===== src/rtl/mmffc_ram.sv =====
// generic single-write, single-read ram with registered read data
`timescale 1ns / 1ps
`default_nettype none

module mmffc_ram #(
    parameter int WIDTH = 8,
    parameter int DEPTH = 16
) (
    input  wire logic                                          i_clk,
    input  wire logic                                          i_we,
    input  wire logic [((DEPTH > 1) ? $clog2(DEPTH) : 1)-1:0] i_waddr,
    input  wire logic [WIDTH-1:0]                              i_wdata,
    input  wire logic                                          i_re,
    input  wire logic [((DEPTH > 1) ? $clog2(DEPTH) : 1)-1:0] i_raddr,
    output logic      [WIDTH-1:0]                              o_rdata
);

    logic [WIDTH-1:0] r_mem [DEPTH];
    logic [WIDTH-1:0] r_rdata;

    always_ff @(posedge i_clk) begin
        if (i_we) begin
            r_mem[i_waddr] <= i_wdata;
        end
        if (i_re) begin
            r_rdata <= r_mem[i_raddr];
        end
    end

    assign o_rdata = r_rdata;

endmodule

`default_nettype wire


===== config.mk =====
export PLATFORM = sky130hd
export DESIGN_NAME = mmffc_ram
export DESIGN_NICKNAME = d
export VERILOG_FILES = /design/src/rtl/mmffc_ram.sv
export SDC_FILE = /design/constraint.sdc
export NUM_CORES = 1
export LEC_CHECK = 0
export BUFFER_PORTS_ARGS = -buffer_cell sky130_fd_sc_hd__buf_2
export CAP_MARGIN = 5
export CORE_ASPECT_RATIO = 1.75
export CORE_MARGIN = 5
export CORE_UTILIZATION = 63
export CTS_BUF_LIST = sky130_fd_sc_hd__clkbuf_4
export DETAILED_ROUTE_END_ITERATION = 8
export PLACE_DENSITY = 0.91
export SKIP_LAST_GASP = 1
export SLEW_MARGIN = 10
export SYNTH_ARGS = -nofsm -noshare
export SYNTH_HDL_FRONTEND = slang
export SYNTH_SLANG_ARGS = --single-unit

===== constraint.sdc =====
create_clock -name i_clk -period 2.1 [get_ports i_clk]
set_input_delay 0.21 -clock i_clk [delete_from_list [all_inputs] [get_ports i_clk]]
set_output_delay 0.21 -clock i_clk [all_outputs]
set_load 0.02 [all_outputs]

==> results by group <==
Outcome
  – Status: complete, no violations

Clocking
  – Clock Path Buffers: 2
  – H-tree Lvls: 4
  – Post-CTS Setup Bufs: 0
  – Clock slew at reported path FFs: 0.11 ns
  – CTS tree: built
  – # clock sinks: 136
  – CTS root buf: clkbuf_4
  – CTS Buf Count: 17
  – Clock latency on the worst-skew pair: 0.52 ns
  – # resized after CTS: 0
  – Hold buffer count at CTS: 0

Cells and area
  – Most common cell after layout, fill and taps aside: edfxtp_1
  – Commonest non-fill, non-tap cells in the layout: edfxtp_1, buf_2, clkbuf_4, mux4_2, buf_4
  – Fin nets: 302
  – # diodes: 0
  – Layout Utilization: 71.6%
  – Area growth syn-to-layout: 12.3%
  – Final Instance Count excl. Fillers: 388
  – Share of cells above drive strength 1: 32.1%
  – Fillers: 450

GRT
  – First-pass GRT wire length: 14,500 um
  – GRT Residual Overflow: 0
  – Initial antenna violation count: 0
  – Number of global-route vias before repair: 2,564
  – GRT Total Usage: 20.3%
  – Largest net degree at the start of global routing: 33

Synthesis
  – Synth warn: 0
  – Mapped Nets: 248
  – Post-synthesis register bit count: 136
  – Mean Syn Cell Area: 22.8 sq um
  – Synth Cell Area: 5230 sq um
  – Cells after synthesis: 229
  – Register area share after synthesis: 78.1%
  – Cell variety after synth: 18

Setup path
  – Crit path max fanout: 1
  – Cell breakdown of the critical path: mux4_1 -> a22oi_1 -> nand2_1
  – Critical setup path kind: flip-flop to flip-flop
  – CP delay by family, top: multiplexers
  – Slowest cell on the critical path: mux4_1
  – CP Capture Type: flip-flop
  – Critical Path Max Stage Delay: 0.50 ns
  – Crit path buffers/inverters: 0
  – Type of origin of the critical path: flip-flop
  – Critical Path AT: 1.71 ns
  – Critical Path RT: 2.37 ns

Power and ir drop
  – Total power draw: 0.00520 W
  – Worst vdd ir: 0.579 mV
  – Leakage: 1.99 nW
  – Pwr dens: 887 nW/um^2

Place
  – DP HPWL: 6210 um
  – Placed cells: 356
  – GPL Wtd Cong: 0.804
  – Port buffer count: 26

STA
  – Least-Margin Pin Slew: 0.781 ns
  – Slew headroom: 47.8%
  – Final max-slew violation count: 0
  – Final Hold Fails: 0
  – Setup TNS: 0 ns
  – Final setup violating endpoints: 0
  – Highest Clock Rate: 0.695 GHz
  – Final min period: 1.44 ns
  – RSZ-0062 raised after global routing: false
  – Final Hold Slack: 0.0445 ns
  – Skew final: 0.0167 ns
  – Crit share post-route: 68.5%

Min path
  – Path category of the worst min-delay check: primary input to flip-flop

Drt
  – Drt via density: 6.39
  – DRC errors left: 0
  – Via count: 2,479
  – ANT nets after route: 0
  – DRT Wirelength: 9340 um
  – Number of DRC markers in iteration 0: 309
  – DR pass1 iterations: 4
  – Avg WL per Cell: 24.1 um

Floorplanning
  – Core Box Area: 8200 sq um
  – Vert. Die Dim: 131 um
  – Initial core utilization: 63.7%
  – Die X: 78.9 um
  – Rows: 44
  – IO Count: 27
  – Die area: 10,300 sq um

Job
  – Max cap viols: 0
-- worst register-to-register path: stages, from the launching register on --
cell      delay (ns)
edfxtp_1        0.39
mux4_1          0.50
a22oi_1         0.24
nand2_1         0.08
-- Yosys cell counts --
library cell	n	area [sq um]
edfxtp_1	136	4080
mux4_2	18	405
a22oi_1	16	120
mux4_1	14	368
nor2_1	13	48.8
nand2_1	9	33.8
nor3_1	4	20.0
buf_2	3	15.0
buf_6	3	33.8
clkdlybuf4s25_2	3	30.0
nand2b_1	2	12.5
nand3b_1	2	15.0
and2_1	1	6.26
and2b_1	1	7.51
buf_4	1	7.51
nand3_1	1	5.00
nor2b_1	1	6.26
or3b_2	1	8.76
-- power by group --
| group | switching, W | internal [W] | leakage [nW] |
|---|---|---|---|
| clock network | 0.000853 | 0.00100 | 0.175 |
| registers | 0.0000146 | 0.00305 | 1.24 |
| logic | 0.000165 | 0.000119 | 0.584 |
-- metal layers --
layer	global-route usage [%]	up-vias	share of wire, %
met4	8.00	0	1.9
met1	25.0	1280	39
met5	0	-	0
met2	34.1	94	54
met3	6.17	12	5.3
li1	-	1093	-
-- registers in the layout, summed over array words and instances (netlist names) --
register / flops
o_rdata: 8
r_mem: 128
-- layout make-up --
type	count	area (sq um)	share of cell area, %
sequential	136	4080	69.6
multi-input combinational	83	1060	18.0
timing repair buffer	45	298	5.07
clock buffer	22	165	2.81
clock inverter	10	151	2.58
tap	92	115	1.96
-- worst paths after layout --
path	endpoint	slack, ns	start	cells after the start
worst max-delay path	o_rdata[5]	0.66	r_mem[2][5]	3
worst min-delay path	o_rdata[2]	0.04	i_re	1
worst max register to register	o_rdata[5]	0.66	r_mem[2][5]	3
worst min register to register	o_rdata[1]	0.76	r_mem[14][1]	3
-- kinds of logic after synthesis --
kind of cell           share of synthesized area (%)
AOI/OAI and AO/OA                               2.30
buffers and inverters                           1.65
DFF                                             78.1
muxes                                           14.8
and+or+nand+nor                                 3.14
-- stage by stage --
| stage | setup slack (ns) | cell area, sq um |
|---|---|---|
| after detailed placement | 0.335 | 5550 |
| after global routing | 0.584 | 5870 |
| after global placement | 0.388 | 5550 |
| after CTS | 0.658 | 5870 |
| final | 0.661 | 5870 |
| after floorplan | 0.397 | 5230 |
No activity file was read; power rests on OpenSTA's default activity.
